File: config.mk
export PLATFORM = sky130hd
export DESIGN_NAME = rvps_div_pipe
export DESIGN_NICKNAME = d
export VERILOG_FILES = /design/src/radial_vignette_pixel_scaler_defines.svh /design/src/rvps_pkg.sv /design/src/rvps_div_pipe.sv
export SDC_FILE = /design/constraint.sdc
export NUM_CORES = 2
export LEC_CHECK = 0
export ABC_CLOCK_PERIOD_IN_PS = 3800
export BUFFER_PORTS_ARGS = -buffer_cell sky130_fd_sc_hd__buf_2
export CAP_MARGIN = 20
export CORE_MARGIN = 2
export CORE_UTILIZATION = 55
export DETAILED_ROUTE_END_ITERATION = 12
export PLACE_DENSITY = 0.83
export REMOVE_ABC_BUFFERS = 1
export SLEW_MARGIN = 5
export SYNTH_ARGS = -nofsm -noshare
export SYNTH_HDL_FRONTEND = slang
export SYNTH_SLANG_ARGS = --single-unit
File: constraint.sdc
create_clock -name clk -period 3.8 [get_ports clk]
set_input_delay 0.57 -clock clk [delete_from_list [all_inputs] [get_ports clk]]
set_output_delay 0.57 -clock clk [all_outputs]
set_load 0.005 [all_outputs]
File: src/radial_vignette_pixel_scaler_defines.svh
// assertion macros for the radial vignette pixel scaler
`ifndef RADIAL_VIGNETTE_PIXEL_SCALER_DEFINES_SVH
`define RADIAL_VIGNETTE_PIXEL_SCALER_DEFINES_SVH

`ifndef ASSERT_OFF
// consequent checked in the same cycle as the antecedent
`define RVPS_ASSERT_SAME(lbl, clk, rst_n, ante, cons) \
    lbl: assert property (@(posedge clk) disable iff (!rst_n) (ante) |-> cons) \
        else $error("rvps assertion failed");
// consequent checked in the cycle after the antecedent
`define RVPS_ASSERT_NEXT(lbl, clk, rst_n, ante, cons) \
    lbl: assert property (@(posedge clk) disable iff (!rst_n) (ante) |=> cons) \
        else $error("rvps assertion failed");
`else
`define RVPS_ASSERT_SAME(lbl, clk, rst_n, ante, cons)
`define RVPS_ASSERT_NEXT(lbl, clk, rst_n, ante, cons)
`endif

`endif

File: src/rvps_pkg.sv
// shared widths, register indexes and payload types of the vignette scaler
package rvps_pkg;

    localparam int COORD_BITS   = 14;
    localparam int CHANNEL_BITS = 24;

    // configuration port
    localparam int CFG_DATA_BITS = 17;
    localparam int REG_IDX_BITS  = 2;
    localparam logic [REG_IDX_BITS-1:0] REG_FRAME_WIDTH  = 2'd0;
    localparam logic [REG_IDX_BITS-1:0] REG_FRAME_HEIGHT = 2'd1;
    localparam logic [REG_IDX_BITS-1:0] REG_STRENGTH     = 2'd2;
    localparam logic [REG_IDX_BITS-1:0] REG_ASPECT_BLEND = 2'd3;

    localparam int SIZE_BITS  = 15;
    localparam int STR_BITS   = 16;
    localparam int BLEND_BITS = 17;
    localparam logic [SIZE_BITS-1:0]  SIZE_MAX_PIX = 15'd16384;
    localparam logic [BLEND_BITS-1:0] BLEND_ONE    = 17'd65536;

    localparam logic [SIZE_BITS-1:0]  FRAME_WIDTH_RST  = 15'd1920;
    localparam logic [SIZE_BITS-1:0]  FRAME_HEIGHT_RST = 15'd1080;
    localparam logic [STR_BITS-1:0]   STRENGTH_RST     = 16'd4096;
    localparam logic [BLEND_BITS-1:0] ASPECT_BLEND_RST = 17'd0;

    // |2p - size|
    localparam int DIFF_BITS = (COORD_BITS + 1 > SIZE_BITS) ? COORD_BITS + 1 : SIZE_BITS;

    // axis divider: (d << 32) / span, span below 2^31
    localparam int AX_REM_BITS = 31;
    localparam int AX_QUO_BITS = DIFF_BITS + 16;
    localparam int AX_NUM_BITS = DIFF_BITS + 32;
    localparam int AXIS_BITS   = 31;
    localparam logic [AXIS_BITS-1:0] AXIS_CAP = {AXIS_BITS{1'b1}};

    // falloff math
    localparam int SQ_BITS   = 2 * AXIS_BITS;
    localparam int R2_BITS   = SQ_BITS + 1 - 16;
    localparam int S2_BITS   = 2 * STR_BITS;
    localparam int L2_BITS   = 25;
    localparam logic [L2_BITS-1:0] L2_CAP = 25'h100_0000;
    localparam logic [L2_BITS-1:0] Q_ONE  = 25'h001_0000;
    localparam int FALLOFF_STAGES = 5;

    // factor divider: 2^48 / q^2
    localparam int F_REM_BITS = 50;
    localparam int F_QUO_BITS = 17;
    localparam logic [F_REM_BITS-1:0] F_REM_INIT = F_REM_BITS'({1'b1, 31'b0});

    typedef struct packed {
        logic [COORD_BITS-1:0]   pixel_x;
        logic [COORD_BITS-1:0]   pixel_y;
        logic [CHANNEL_BITS-1:0] red_in;
        logic [CHANNEL_BITS-1:0] green_in;
        logic [CHANNEL_BITS-1:0] blue_in;
        logic [CHANNEL_BITS-1:0] alpha_in;
    } pix_in_t;

    typedef struct packed {
        logic [CHANNEL_BITS-1:0] red_out;
        logic [CHANNEL_BITS-1:0] green_out;
        logic [CHANNEL_BITS-1:0] blue_out;
        logic [CHANNEL_BITS-1:0] alpha_out;
    } pix_out_t;

    typedef struct packed {
        logic [CHANNEL_BITS-1:0] red;
        logic [CHANNEL_BITS-1:0] green;
        logic [CHANNEL_BITS-1:0] blue;
        logic [CHANNEL_BITS-1:0] alpha;
    } chan_t;

endpackage

File: src/rvps_div_pipe.sv
// pipelined restoring divider, one quotient bit per stage
module rvps_div_pipe
    import rvps_pkg::*;
#(
    parameter int REM_BITS = 31,
    parameter int QUO_BITS = 31
)
(
    input  logic                clk,
    input  logic [REM_BITS-1:0] rem_in,
    input  logic [QUO_BITS-1:0] num_lo,
    input  logic [REM_BITS-1:0] den_in,
    output logic [QUO_BITS-1:0] quo
);

    logic [REM_BITS-1:0] rem_reg [QUO_BITS];
    logic [REM_BITS-1:0] den_reg [QUO_BITS];
    logic [QUO_BITS-1:0] lo_reg  [QUO_BITS];
    logic [QUO_BITS-1:0] q_reg   [QUO_BITS];

    for (genvar k = 0; k < QUO_BITS; k++)
    begin : g_stage
        logic [REM_BITS-1:0] rem_cur;
        logic [REM_BITS-1:0] den_cur;
        logic [QUO_BITS-1:0] lo_cur;
        logic [QUO_BITS-1:0] q_cur;
        logic [REM_BITS:0]   trial;
        logic [REM_BITS:0]   diff;
        logic [REM_BITS-1:0] rem_next;
        logic [QUO_BITS-1:0] q_next;

        if (k == 0)
        begin : g_first
            assign rem_cur = rem_in;
            assign den_cur = den_in;
            assign lo_cur  = num_lo;
            assign q_cur   = '0;
        end
        else
        begin : g_rest
            assign rem_cur = rem_reg[k-1];
            assign den_cur = den_reg[k-1];
            assign lo_cur  = lo_reg[k-1];
            assign q_cur   = q_reg[k-1];
        end

        // msb of the difference set means the trial fell short of the divisor
        assign trial    = {rem_cur, lo_cur[QUO_BITS-1]};
        assign diff     = trial - {1'b0, den_cur};
        assign rem_next = diff[REM_BITS] ? trial[REM_BITS-1:0] : diff[REM_BITS-1:0];
        assign q_next   = {q_cur[QUO_BITS-2:0], ~diff[REM_BITS]};

        always_ff @(posedge clk)
        begin
            rem_reg[k] <= rem_next;
            den_reg[k] <= den_cur;
            lo_reg[k]  <= lo_cur << 1;
            q_reg[k]   <= q_next;
        end
    end

    assign quo = q_reg[QUO_BITS-1];

endmodule

==> reports/qor.yml <==
outcome:
  status: "complete, but fails checks"
  failed_checks: "negative setup slack"
setup_path:
  reg2reg_depth: 16
  end_kind: "register"
  crit_path_max_incr_delay_ps: 430
  critPathSlowestCell: "fa_1"
  crit_chain: "inv_1 > ha_4 > inv_1 > fa_1 > a21o_1 > a21oi_4 > o21ai_0 > a31o_2 > a311oi_2 > buf_4 > o31ai_1 > a31oi_1 > nor2_2 > a221oi_2 > xnor2_1 > mux2_2"
  crit_top_cell: "inv_1"
  crit_fanout: 4
  start_kind: "register"
  required_ps: 4570
  crit_arrival_ps: 4650
  crit_type: "reg -> reg"
floorplanning:
  chipWidth_um: 464
  start_util: 0.554
  top_level_ports: 125
  num_rows: 168
  die-area_mm2: 0.215
  die_h_um: 464
  core_mm2: 0.210
final_layout:
  regArea_mm2: 0.0565
  fin_area_mm2: 0.136
  syn2layout_area_growth_pct: 16.9
  layout-drive-gt1-share: 0.166
  fin_nets: 13100
  final_common_cell: "dfxtp_1"
  instances_no_fill: 15000
  fillers: 15200
  multi_input_area_mm2: 0.0560
  mostFrequentLayoutCells: "dfxtp_1 (2808), inv_1 (1186), ha_1 (942), a21oi_1 (796), mux2_2 (633)"
routing:
  vias_per_cell: 5.63
  top_layer_used: "met5"
  antenna_left: 0
  wl_met1_um: 101000
  route.met3.wl_um: 12700
  drt_iter0_drc: 5501
  wl_met2_um: 143000
  wl_um: 274000
  drt-wirelength-per-cell_um: 18.3
  first_pass_iters: 8
  via_count: 84500
  drcViolationCount: 0
placed_design:
  place_congestion: 0.941
  hpwlAfterDp_um: 183000
  place_area_mm2: 0.122
  port_buffers: 124
  place_ws_ps: -547
  dpl.cell_count: 14300
clocking:
  cts_tree: "built"
  clkTransAtPathRegs_ps: 60
  cts_buffer_depth: 4
  htree_levels: 5
  clk_latency_ps: 980
  cts_root_buf: "clkbuf_16"
  numCtsBuffers: 301
  cts.sinks: 2821
min_path:
  hold_class: "in -> reg"
  hold_depth: 3
sta:
  max_freq_mhz: 258
  skew_ps: 119
  period_share: 1.02
  slew_headroom: 0.487
  holdWs_ps: 116
  setup_slack_ps: -77.3
  rsz0062_at_grt: "true"
  hold_viol_final: 0
  tightest_slew_ps: 761
  period_minus_slack_ps: 3880
  drv_slew: 0
  setup_viol: 78
logic_synthesis:
  synth_area_per_cell_um2: 10.3
  ys.flop_type: "dfxtp_1"
  synth_cell_type_count: 104
  synth.area.top_cells: "dfxtp_1 (49%), ha_1 (10%), mux2_2 (6.2%)"
  syn_inst: 11300
  syn_area_mm2: 0.116
  ys_seq_elements: 2821
  seq_area_frac_synth: 0.486
  yosys.area.top_type: "dfxtp_1"
  async_flop_share: 0
  synth_edf_count: 0
  ys.warnings.count: 0
  synth_top_cell_area_share: 0.486
power:
  power.density_mw_per_mm2: 1100
  irDropWorstVdd_mv: 0.699
  power_uw: 150000
  p_leak_uw: 0.0629
flow_run:
  drv_cap: 0
grt:
  grt_start_max_net_pins: 51
  antenna_found_initial: 3
  grt_pass1_vias: 86700
  gr-total-overflow: 0
  grt_use_total: 0.234
  grt_pass1_wl_um: 423000
==> cell type report <==
cell class,count,share of cell area
Antenna cell,2,0.0000368
Clock buffer,427,0.0642
Tap cell,2805,0.0258
Inverter,1191,0.0329
Timing Repair Buffer,632,0.0413
Clock inverter,89,0.00787
Multi-Input combinational cell,7046,0.412
Sequential cell,2821,0.416
==> where the power goes <==
part / switching [uW] / internal [uW] / total, uW / leakage [uW]
clock: 11700 / 17300 / 28900 / 0.00482
combinational: 39100 / 37600 / 76600 / 0.0343
sequential: 4780 / 39300 / 44100 / 0.0238
==> worst max-delay path, delay by kind of cell (launching register included) <==
family                   cells  cell delay, ps
AO/OA/AOI/OAI                8            1810
flip-flops                   1             310
AND/OR/NAND/NOR              1             120
buffers and inverters        3             430
multiplexers                 1             260
XOR/XNOR                     1              90
adder cells (fa/ha/maj)      2             660
==> routing by layer <==
layer	vias up	GRT usage
met1	40000	0.242
met3	1210	0.0352
li1	40300	-
met2	2950	0.448
met4	2	0.131
met5	-	0
==> timing repair <==
action	4_1_cts	5_1_grt
hold buffers	93	0
setup endpoints to repair	448	810
resized for setup	88	234
buffers inserted	21	54
pin swaps	35	108
endpoints found under the hold margin	92	0
cloned	5	20
==> Yosys cell counts (18+ instances only) <==
master and n:
dfxtp_1 2821, inv_1 1191, ha_1 960, a21oi_1 829, mux2_2 635, nand2_1 561, xnor2_1 552, o21ai_0 545
nor2_1 453, a21o_1 448, xor2_1 275, nand3_1 169, clkbuf_1 122, o21a_1 116, nor2b_1 110, o21bai_1 109
nand2b_1 102, nand4_1 97, a31oi_1 94, nor3_1 87, a211oi_1 65, and3_1 64, mux2_4 57, buf_2 46
o211ai_1 46, o31ai_1 42, mux2i_1 41, mux2_1 36, and2_1 35, fa_1 30, or2_2 28, o31a_1 26
buf_4 24, or3_1 24, a21boi_0 23, a31o_2 23, o21ai_1 21, a211o_1 20, a221oi_1 20, nor4_1 20
a41oi_1 19, a2111oi_0 18, and4_1 18
==> logic make-up (layout without fill, tap and decap cells) <==
family / after synthesis / count (layout) / share of synthesized area
flops: 2821 / 2821 / 0.486
compound gates: 2638 / 2638 / 0.145
simple gates: 1813 / 1813 / 0.0743
buf+inv: 1401 / 2339 / 0.0474
fa+ha+maj: 990 / 990 / 0.108
xor+xnor: 836 / 836 / 0.0636
mux: 769 / 769 / 0.0759
other cells: 0 / 2 / 0
==> path summary, 6_finish.rpt <==
check                             start                endpoint  slack (ps)
setup / recovery  lo_reg[3][29]$_DFF_P_  rem_reg[3][59]$_DFF_P_         -80
hold / removal                rem_in[0]   rem_reg[0][1]$_DFF_P_         120
setup reg to reg  lo_reg[3][29]$_DFF_P_  rem_reg[3][59]$_DFF_P_         -80
hold reg to reg   lo_reg[0][20]$_DFF_P_   lo_reg[0][51]$_DFF_P_         260
==> stage by stage <==
step,setup TNS [ps],util
2_1_floorplan,-319010,-
3_3_place_gp,-15300,0.583
3_5_place_dp,-19820,0.583
4_1_cts,-20.6,0.638
5_1_grt,-17720,0.648
6_report,-2910,0.648
(Power assumes the default switching activity.)
