[config.mk]
export PLATFORM = sky130hd
export DESIGN_NAME = rvps_delay
export DESIGN_NICKNAME = d
export VERILOG_FILES = /design/src/radial_vignette_pixel_scaler_defines.svh /design/src/rvps_pkg.sv /design/src/rvps_delay.sv
export SDC_FILE = /design/constraint.sdc
export NUM_CORES = 1
export LEC_CHECK = 0
export ABC_AREA = 1
export BUFFER_PORTS_ARGS = -buffer_cell sky130_fd_sc_hd__buf_4
export CAP_MARGIN = 20
export CORE_AREA = 3 3 40 42
export DETAILED_ROUTE_END_ITERATION = 10
export DIE_AREA = 0 0 43 45
export GPL_ROUTABILITY_DRIVEN = 1
export PLACE_DENSITY = 0.68
export SLEW_MARGIN = 20
export SYNTH_ARGS = -nofsm -noshare
export SYNTH_HDL_FRONTEND = slang
export SYNTH_SLANG_ARGS = --single-unit
[constraint.sdc]
create_clock -name clk -period 0.8 [get_ports clk]
set_input_delay 0 -clock clk [delete_from_list [all_inputs] [get_ports clk]]
set_output_delay 0 -clock clk [all_outputs]
set_load 0.005 [all_outputs]
[src/radial_vignette_pixel_scaler_defines.svh]
// assertion macros for the radial vignette pixel scaler
`ifndef RADIAL_VIGNETTE_PIXEL_SCALER_DEFINES_SVH
`define RADIAL_VIGNETTE_PIXEL_SCALER_DEFINES_SVH

`ifndef ASSERT_OFF
// consequent checked in the same cycle as the antecedent
`define RVPS_ASSERT_SAME(lbl, clk, rst_n, ante, cons) \
    lbl: assert property (@(posedge clk) disable iff (!rst_n) (ante) |-> cons) \
        else $error("rvps assertion failed");
// consequent checked in the cycle after the antecedent
`define RVPS_ASSERT_NEXT(lbl, clk, rst_n, ante, cons) \
    lbl: assert property (@(posedge clk) disable iff (!rst_n) (ante) |=> cons) \
        else $error("rvps assertion failed");
`else
`define RVPS_ASSERT_SAME(lbl, clk, rst_n, ante, cons)
`define RVPS_ASSERT_NEXT(lbl, clk, rst_n, ante, cons)
`endif

`endif

[src/rvps_pkg.sv]
// shared widths, register indexes and payload types of the vignette scaler
package rvps_pkg;

    localparam int COORD_BITS   = 14;
    localparam int CHANNEL_BITS = 24;

    // configuration port
    localparam int CFG_DATA_BITS = 17;
    localparam int REG_IDX_BITS  = 2;
    localparam logic [REG_IDX_BITS-1:0] REG_FRAME_WIDTH  = 2'd0;
    localparam logic [REG_IDX_BITS-1:0] REG_FRAME_HEIGHT = 2'd1;
    localparam logic [REG_IDX_BITS-1:0] REG_STRENGTH     = 2'd2;
    localparam logic [REG_IDX_BITS-1:0] REG_ASPECT_BLEND = 2'd3;

    localparam int SIZE_BITS  = 15;
    localparam int STR_BITS   = 16;
    localparam int BLEND_BITS = 17;
    localparam logic [SIZE_BITS-1:0]  SIZE_MAX_PIX = 15'd16384;
    localparam logic [BLEND_BITS-1:0] BLEND_ONE    = 17'd65536;

    localparam logic [SIZE_BITS-1:0]  FRAME_WIDTH_RST  = 15'd1920;
    localparam logic [SIZE_BITS-1:0]  FRAME_HEIGHT_RST = 15'd1080;
    localparam logic [STR_BITS-1:0]   STRENGTH_RST     = 16'd4096;
    localparam logic [BLEND_BITS-1:0] ASPECT_BLEND_RST = 17'd0;

    // |2p - size|
    localparam int DIFF_BITS = (COORD_BITS + 1 > SIZE_BITS) ? COORD_BITS + 1 : SIZE_BITS;

    // axis divider: (d << 32) / span, span below 2^31
    localparam int AX_REM_BITS = 31;
    localparam int AX_QUO_BITS = DIFF_BITS + 16;
    localparam int AX_NUM_BITS = DIFF_BITS + 32;
    localparam int AXIS_BITS   = 31;
    localparam logic [AXIS_BITS-1:0] AXIS_CAP = {AXIS_BITS{1'b1}};

    // falloff math
    localparam int SQ_BITS   = 2 * AXIS_BITS;
    localparam int R2_BITS   = SQ_BITS + 1 - 16;
    localparam int S2_BITS   = 2 * STR_BITS;
    localparam int L2_BITS   = 25;
    localparam logic [L2_BITS-1:0] L2_CAP = 25'h100_0000;
    localparam logic [L2_BITS-1:0] Q_ONE  = 25'h001_0000;
    localparam int FALLOFF_STAGES = 5;

    // factor divider: 2^48 / q^2
    localparam int F_REM_BITS = 50;
    localparam int F_QUO_BITS = 17;
    localparam logic [F_REM_BITS-1:0] F_REM_INIT = F_REM_BITS'({1'b1, 31'b0});

    typedef struct packed {
        logic [COORD_BITS-1:0]   pixel_x;
        logic [COORD_BITS-1:0]   pixel_y;
        logic [CHANNEL_BITS-1:0] red_in;
        logic [CHANNEL_BITS-1:0] green_in;
        logic [CHANNEL_BITS-1:0] blue_in;
        logic [CHANNEL_BITS-1:0] alpha_in;
    } pix_in_t;

    typedef struct packed {
        logic [CHANNEL_BITS-1:0] red_out;
        logic [CHANNEL_BITS-1:0] green_out;
        logic [CHANNEL_BITS-1:0] blue_out;
        logic [CHANNEL_BITS-1:0] alpha_out;
    } pix_out_t;

    typedef struct packed {
        logic [CHANNEL_BITS-1:0] red;
        logic [CHANNEL_BITS-1:0] green;
        logic [CHANNEL_BITS-1:0] blue;
        logic [CHANNEL_BITS-1:0] alpha;
    } chan_t;

endpackage

[src/rvps_delay.sv]
// delay line for valid and side data
module rvps_delay
    import rvps_pkg::*;
#(
    parameter int DEPTH = 2,
    parameter int WIDTH = 8
)
(
    input  logic             clk,
    input  logic             rst_n,
    input  logic             in_valid,
    input  logic [WIDTH-1:0] in_data,
    output logic             out_valid,
    output logic [WIDTH-1:0] out_data
);

    logic [DEPTH-1:0] valid_reg;
    logic [DEPTH-1:0] valid_next;
    logic [WIDTH-1:0] data_reg [DEPTH];

    assign valid_next = {valid_reg[DEPTH-2:0], in_valid};

    always_ff @(posedge clk or negedge rst_n)
    begin
        if (!rst_n)
        begin
            valid_reg <= '0;
        end
        else
        begin
            valid_reg <= valid_next;
        end
    end

    always_ff @(posedge clk)
    begin
        data_reg[0] <= in_data;
        for (int k = 1; k < DEPTH; k++)
        begin
            data_reg[k] <= data_reg[k-1];
        end
    end

    assign out_valid = valid_reg[DEPTH-1];
    assign out_data  = data_reg[DEPTH-1];

endmodule

==> metrics, run 1 <==
status=finished clean; worst hold path class=input pin to async pin; P_leak=0.000314 uW; Crit path depth=1; Worst-Skew Late Latency=0.27 ns; critical path type=register to primary output; PnR Total Power=around 1600 uW; max FFs per register=16; Worst R2R End=valid_reg[1]; pin count of the biggest net entering global routing=11; sequential element share of the synthesized area=between 80% and 90%; WL final=537 um; CP required=about 0.8 ns; Worst Path Buf+Inv=1; fin crit share=a little over nine tenths; antenna violations before repair=0; worst-path fanout max=1; via count=~230; Worst Skew=0.00113 ns; syn_nets=37; clock root cell=clkbuf_4; FF-to-FF path depth=0; CP cell instances=buf_6; maximum vdd drop=about 1.5 mV; postcts setup bufs=0; Synth Register Bits=18; CP Launch Type=register; port buffer count=19; core box area=1280 um2; Final GP Congestion=around 0.6; number of CTS-inserted buffers=3; Setup violations, final=0; vias in the first global route=approximately 230; std cell rows=13; multi-input gates=0; Die H=45 um; Placed Instances=52; GRT Util Overall=about 6.5%; initial drt markers=0; Mapped Cells=26; number of iterations in the first detailed-routing pass=1; worst r2r src=valid_reg[0]; final std cells w/o fill=66; minimum clock period=about 0.77 ns; Slowest-stage cell, CP=dfrtp_1; Reg area=about 370 um2; Layout area overhead=56.1%; setup TNS=0 ns; clk buf depth=2; unique cell type count in the Yosys netlist=3; slew margin rel.=about 94%; level count of the clock H-tree=1; Top delay family on crit path=flip-flops; final setup margin=between 0.02 and 0.03 ns; Mapped Area=roughly 430 um2; CP Capture Type=primary output; yosys warns=0; Fill cells=between 100 and 150; # diodes=0; post-route ant nets=0; R2R setup slack=around 0.33 ns; first-pass GRT wire length=around 880 um; CTS tree=yes; syn avg cell area=~17 um2; Hold Vio Cnt, Final=0; GR Overflow Total=0; Num Clock Sinks=18; multi-input logic area=0 um2; drt drc=0; Slew @ Worst Pin=between 0.08 and 0.09 ns; I/O pins=20; dpl ws=about 0.33 ns; Slew Limit Fails=0; Starting Density=between 30 and 40%; total power density per cell area=between 2000 and 2500 nW/um2; fmax=1300 MHz; WL/cell=8.14 um; WP data arrival=between 0.7 and 0.8 ns; nets=63; unrepaired setup endpoints after global routing=yes; layout cells sized above 1=around 45%; Setup crit start=valid_reg[1]; Die Span X=around 43 um; max_cap viols=0; die area=1940 um2; Clock Pin Slew Worst Setup and Hold Paths=around 0.090 ns; vias per inst=roughly 3.4; CP max stage delay=~0.4 ns
==> cell families (layout without fill, tap and decap cells) <==
family | count (synthesis) | after routing | synth area share [%]
flops | 18 | 18 | 86.0
buf+inv | 8 | 33 | 14.0
==> cell usage in the layout (no fill, tap or decap) <==
cell,count
dfxtp_1,16
buf_6,1
clkbuf_4,3
dlygate4sd3_1,10
dfrtp_1,2
buf_4,18
clkbuf_8,1
==> worst max path at each step <==
stage	endpoint	slack [ns]
after floorplan	valid_reg[1]	0.35
after global placement	out_valid	0.34
after detailed placement	out_valid	0.33
after CTS	out_valid	0.007
after global routing	out_valid	-0.01
final	out_valid	0.03
==> power breakdown <==
part	leakage (uW)	internal (uW)	switching, uW
Clock	0.0000210	276	234
Sequential	0.000158	945	10.6
Combinational	0.000134	90.4	24.5
==> final cells by class <==
class	count	share of cell area (%)
Tap cell	15	2.79
Timing Repair Buffer	29	36.7
Clock buffer	4	5.40
Sequential cell	18	55.1
==> routing by layer <==
layer / share of wire (%) / wire, um / vias to the layer above / global-route usage, %
met4: 0 / 0 / 0 / 3.61
li1: - / - / 119 / -
met5: 0 / 0 / - / 0
met2: 51 / 274 / 11 / 10.5
met3: 11 / 58 / 0 / 4.38
met1: 38 / 203 / 96 / 6.25
==> synthesized netlist by cell type, drive strengths merged <==
| library cell | n | area, um2 |
|---|---|---|
| buf | 8 | 60.1 |
| dfrtp | 2 | 50.1 |
| dfxtp | 16 | 320 |
==> through the flow <==
step           cell area [um2]  utilization, %  hold slack [ns]
3_3_place_gp               532            41.4           -0.217
4_1_cts                    668            52.0           0.0205
5_1_grt                    672            52.3           0.0230
3_5_place_dp               532            41.4           -0.216
2_1_floorplan              430               -           -0.296
6_report                   672            52.3           0.0300
==> what timing repair did <==
item                                   4_1_cts  5_1_grt
hold buffers                                10        0
setup endpoints to repair                    0        1
endpoints found under the hold margin       11        0
resized for setup                            0        1
Power figures use the tool's default switching activity.
==> run 2, diff against run 1 <==
--- a/config.mk
+++ b/config.mk
@@ -9,6 +9,7 @@
 export BUFFER_PORTS_ARGS = -buffer_cell sky130_fd_sc_hd__buf_4
 export CAP_MARGIN = 20
 export CORE_AREA = 3 3 40 42
+export CTS_BUF_LIST = sky130_fd_sc_hd__clkbuf_4
 export DETAILED_ROUTE_END_ITERATION = 10
 export DIE_AREA = 0 0 43 45
 export GPL_ROUTABILITY_DRIVEN = 1
==> metrics, run 2 (synthesis results as in run 1) <==
postcts setup bufs=0; gr busiest metal=met2; Starting Density=between 30% and 40%; layout cells sized above 1=about 43%; met1 usage=under 10%; worst hold path class=input pin to async pin; CP max stage delay=around 0.38 ns; level count of the clock H-tree=1; WL/cell=between 8 and 9 um; GRT Util Overall=6.91%; GR Overflow Total=0; R2R setup slack=between 0.3 and 0.4 ns; multi-input gates=0; unrepaired setup endpoints after global routing=yes; CP cell instances=buf_6; number of iterations in the first detailed-routing pass=2; pin count of the biggest net entering global routing=11; drt drc=0; minimum clock period=0.769 ns; port buffer count=19; status=finished clean; Slowest-stage cell, CP=dfrtp_1; met2 global-route usage=roughly an eighth; power share of the sequential group=64.6%; slew margin rel.=roughly 94%; # diodes=0; std cell rows=13; Sw Share=17.8%; final core area utilization=between 50% and 60%; fin crit share=between 90% and 100%; max_cap viols=0; post-route ant nets=0; Slew @ Worst Pin=around 0.086 ns; met3 Use GR=roughly 4.4%; via count=around 230; Num Clock Sinks=18; WP data arrival=0.77 ns; CTS tree=yes; initial drt markers=2; fmax=about 1300 MHz; critical path type=register to primary output; maximum vdd drop=roughly 1.3 mV; clock root cell=clkbuf_4; number of CTS-inserted buffers=3; Worst Skew=0.000440 ns; total power density per cell area=about 2200 nW/um2; Combinational Power Share=7.8%; vias per inst=about 3.5; Final GP Congestion=0.609; Worst-Skew Late Latency=~0.27 ns; Clock Pin Slew Worst Setup and Hold Paths=approximately 0.090 ns; internal power=around 1200 uW; Layout area overhead=53.8%; Clock power frac=roughly 28%; nets=63; Worst Path Buf+Inv=1; WL final=572 um; setup TNS=0 ns; P_leak=between 0.0003 and 0.0004 uW; CP required=roughly 0.8 ns; I/O pins=20; Hold Vio Cnt, Final=0; multi-input logic area=0 um2; first-pass GRT wire length=slightly above 900 um; most frequent cells in the layout=18 x buf_4, 16 x dfxtp_1, 10 x dlygate4sd3_1, 3 x clkbuf_4, 2 x dfrtp_1; Slew Limit Fails=0; Setup violations, final=0; Die H=roughly 45 um; CP Launch Type=register; Top delay family on crit path=flip-flops; clk buf depth=2; CP Capture Type=primary output; max FFs per register=16; vias in the first global route=248; worst-path fanout max=1; PnR Total Power=roughly 1500 uW; core box area=about 1300 um2; Die Span X=roughly 43 um; Switching Power=approximately 260 uW; antenna violations before repair=0; die area=1940 um2; commonest non-fill, non-tap cell in the layout=buf_4
-- run 2: cell types whose count changed in the layout (fill, tap and decap cells not counted) --
cell / delta
clkbuf_8: -1
clkinv_1: +1
-- run 2: power by group through the flow --
stage	clock network, uW	registers [uW]	logic, uW
after CTS	433	957	115
after detailed placement	0	977	75.6
after global placement	0	975	75.7
final	408	956	115
after floorplan	0	974	32.1
after global routing	462	961	126
-- run 2: stage by stage --
| stage | cells | hold WS [ns] | instance area, um2 | setup WS (ns) |
|---|---|---|---|---|
| after global routing | 66 | 0.0212 | 662 | -0.0130 |
| after detailed placement | 52 | -0.216 | 532 | 0.326 |
| after floorplan | 26 | -0.296 | 430 | 0.350 |
| after global placement | 52 | -0.217 | 532 | 0.338 |
| after CTS | 66 | 0.0205 | 658 | 0.00720 |
| final | 66 | 0.0319 | 662 | 0.0309 |
-- run 2: metal layers --
| metal | vias to the layer above | wire (um) | part of all wire, % |
|---|---|---|---|
| li1 | 120 | - | - |
| met1 | 100 | 195 | 34 |
| met2 | 11 | 316 | 55 |
| met3 | 0 | 60 | 10 |
| met4 | 0 | 0 | 0 |
| met5 | - | 0 | 0 |
-- run 2: layout make-up --
cell class              instances  area [um2]
clock buffers                   3        22.5
well taps                      15        18.8
clock inverters                 1        3.75
flip-flops and latches         18         370
fillers                       121         623
repair buffers                 29         246
-- run 2: final timing paths --
| path | startpoint | end | cells after the start |
|---|---|---|---|
| max | valid_reg[1] | out_valid | 1 |
| min | rst_n | valid_reg[0] | 2 |
| max reg2reg | valid_reg[0] | valid_reg[1] | 0 |
| min reg2reg | data_reg[0][6] | data_reg[0][14] | 0 |
| max in group asynchronous | rst_n | valid_reg[1] | 2 |
| min in group clk | data_reg[0][6] | data_reg[0][14] | 0 |
-- run 2: what timing repair did --
| action | 4_1_cts | 5_1_grt |
|---|---|---|
| endpoints found under the hold margin | 11 | 0 |
| hold buffers | 10 | 0 |
| resized for setup | 0 | 1 |
| endpoints found under the setup margin | 0 | 1 |
==> run 3, diff against run 2 <==
--- a/config.mk
+++ b/config.mk
@@ -8,10 +8,10 @@
 export ABC_AREA = 1
 export BUFFER_PORTS_ARGS = -buffer_cell sky130_fd_sc_hd__buf_4
 export CAP_MARGIN = 20
-export CORE_AREA = 3 3 40 42
+export CORE_AREA = 2 2 39 41
 export CTS_BUF_LIST = sky130_fd_sc_hd__clkbuf_4
 export DETAILED_ROUTE_END_ITERATION = 10
-export DIE_AREA = 0 0 43 45
+export DIE_AREA = 0 0 41 43
 export GPL_ROUTABILITY_DRIVEN = 1
 export PLACE_DENSITY = 0.68
 export SLEW_MARGIN = 20
==> metrics, run 3 (synthesis results as in run 1) <==
minimum clock period=roughly 0.77 ns; # diodes=0; commonest non-fill, non-tap cell in the layout=buf_4; CP cell instances=buf_4; unrepaired setup endpoints after global routing=no; die area=1760 um2; layout cells sized above 1=roughly 43%; level count of the clock H-tree=1; fin crit share=between 90 and 100%; Worst-Skew Late Latency=about 0.28 ns; slew margin rel.=93.6%; Top delay family on crit path=flip-flops; worst r2r src=valid_reg[0]; nets=between 60 and 70; first-pass GRT wire length=just over 700 um; fmax=approximately 1300 MHz; vias in the first global route=about 190; core box area=around 1400 um2; maximum vdd drop=around 0.88 mV; WP data arrival=0.77 ns; max FFs per register=16; critical path type=register to primary output; Slew Limit Fails=0; Clock Pin Slew Worst Setup and Hold Paths=about 0.09 ns; Final GP Congestion=just over 0.6; clk buf depth=2; Slew @ Worst Pin=between 0.09 and 0.1 ns; CP Launch Type=register; Num Clock Sinks=18; vias per inst=roughly 3.3; Worst Skew=0.000312 ns; Die H=~43 um; R2R setup slack=between 0.3 and 0.4 ns; number of iterations in the first detailed-routing pass=2; pin count of the biggest net entering global routing=11; WL final=about 540 um; setup TNS=0 ns; Setup violations, final=0; Starting Density=a little over 30%; clock root cell=clkbuf_4; antenna violations before repair=0; worst hold path class=input pin to async pin; most frequent cells in the layout=19 x buf_4, 16 x dfxtp_1, 10 x dlygate4sd3_1, 3 x clkbuf_4, 2 x dfrtp_1; WHS=approximately 0.021 ns; std cell rows=14; post-route ant nets=0; initial drt markers=3; Hold Vio Cnt, Final=0; Worst R2R End=valid_reg[1]; FF-to-FF path depth=0; status=finished clean; number of CTS-inserted buffers=3; Die Span X=about 40 um; total power density per cell area=2270 nW/um2; CP max stage delay=between 0.3 and 0.4 ns; multi-input gates=0; max_cap viols=0; port buffer count=19; Layout area overhead=53.2%; P_leak=between 0.0003 and 0.0004 uW; CP Capture Type=primary output; GR Overflow Total=0; via count=between 200 and 250; drt drc=0; CP required=around 0.8 ns; Slowest-stage cell, CP=dfrtp_1; I/O pins=20; multi-input logic area=0 um2; GRT Util Overall=under 10%; WL/cell=about 8.0 um; CTS tree=yes; worst-path fanout max=1; Worst Path Buf+Inv=1
==> run 3: area by class of cell <==
cell class | count | area [um2]
Timing Repair Buffer | 29 | 243
Tap cell | 16 | 20.0
Fill cell | 130 | 724
Sequential cell | 18 | 370
Clock buffer | 3 | 22.5
Clock inverter | 1 | 3.75
==> run 3: how the worst max path moves through the flow <==
stage               cells after the start            to         start  slack [ns]
floorplan                               0  valid_reg[1]  valid_reg[0]        0.35
global placement                        1     out_valid  valid_reg[1]        0.34
detailed placement                      1     out_valid  valid_reg[1]        0.34
CTS                                     1     out_valid  valid_reg[1]        0.02
global route                            1     out_valid  valid_reg[1]       0.003
finish                                  1     out_valid  valid_reg[1]        0.03
==> run 3: power by group <==
part	switching [uW]	total, uW	internal (uW)
clock	250	431	181
sequential	10.1	955	945
combinational	24.2	113	88.8
==> run 3: metrics by stage <==
step	instance area (um2)	instances	power [uW]	util (%)	worst slack (ns)
after floorplan	430	26	1010	-	0.350
after global placement	533	53	1050	38.5	0.335
final	659	67	1500	47.6	0.0283
after CTS	659	67	1510	47.6	0.0170
after detailed placement	533	53	1050	38.5	0.336
after global routing	659	67	1550	47.6	0.00320
==> run 3: repair_timing <==
item	in CTS	in global routing
hold endpoints to repair	11	0
resized for setup	0	0
buffers inserted	0	0
hold buffers	10	0
==> run 3: routing by layer <==
layer	wire length, um	track usage (%)	up-vias
met5	0	0	-
met4	4	8.00	0
met3	71	3.14	2
met2	223	8.13	14
met1	237	7.43	88
li1	-	-	120
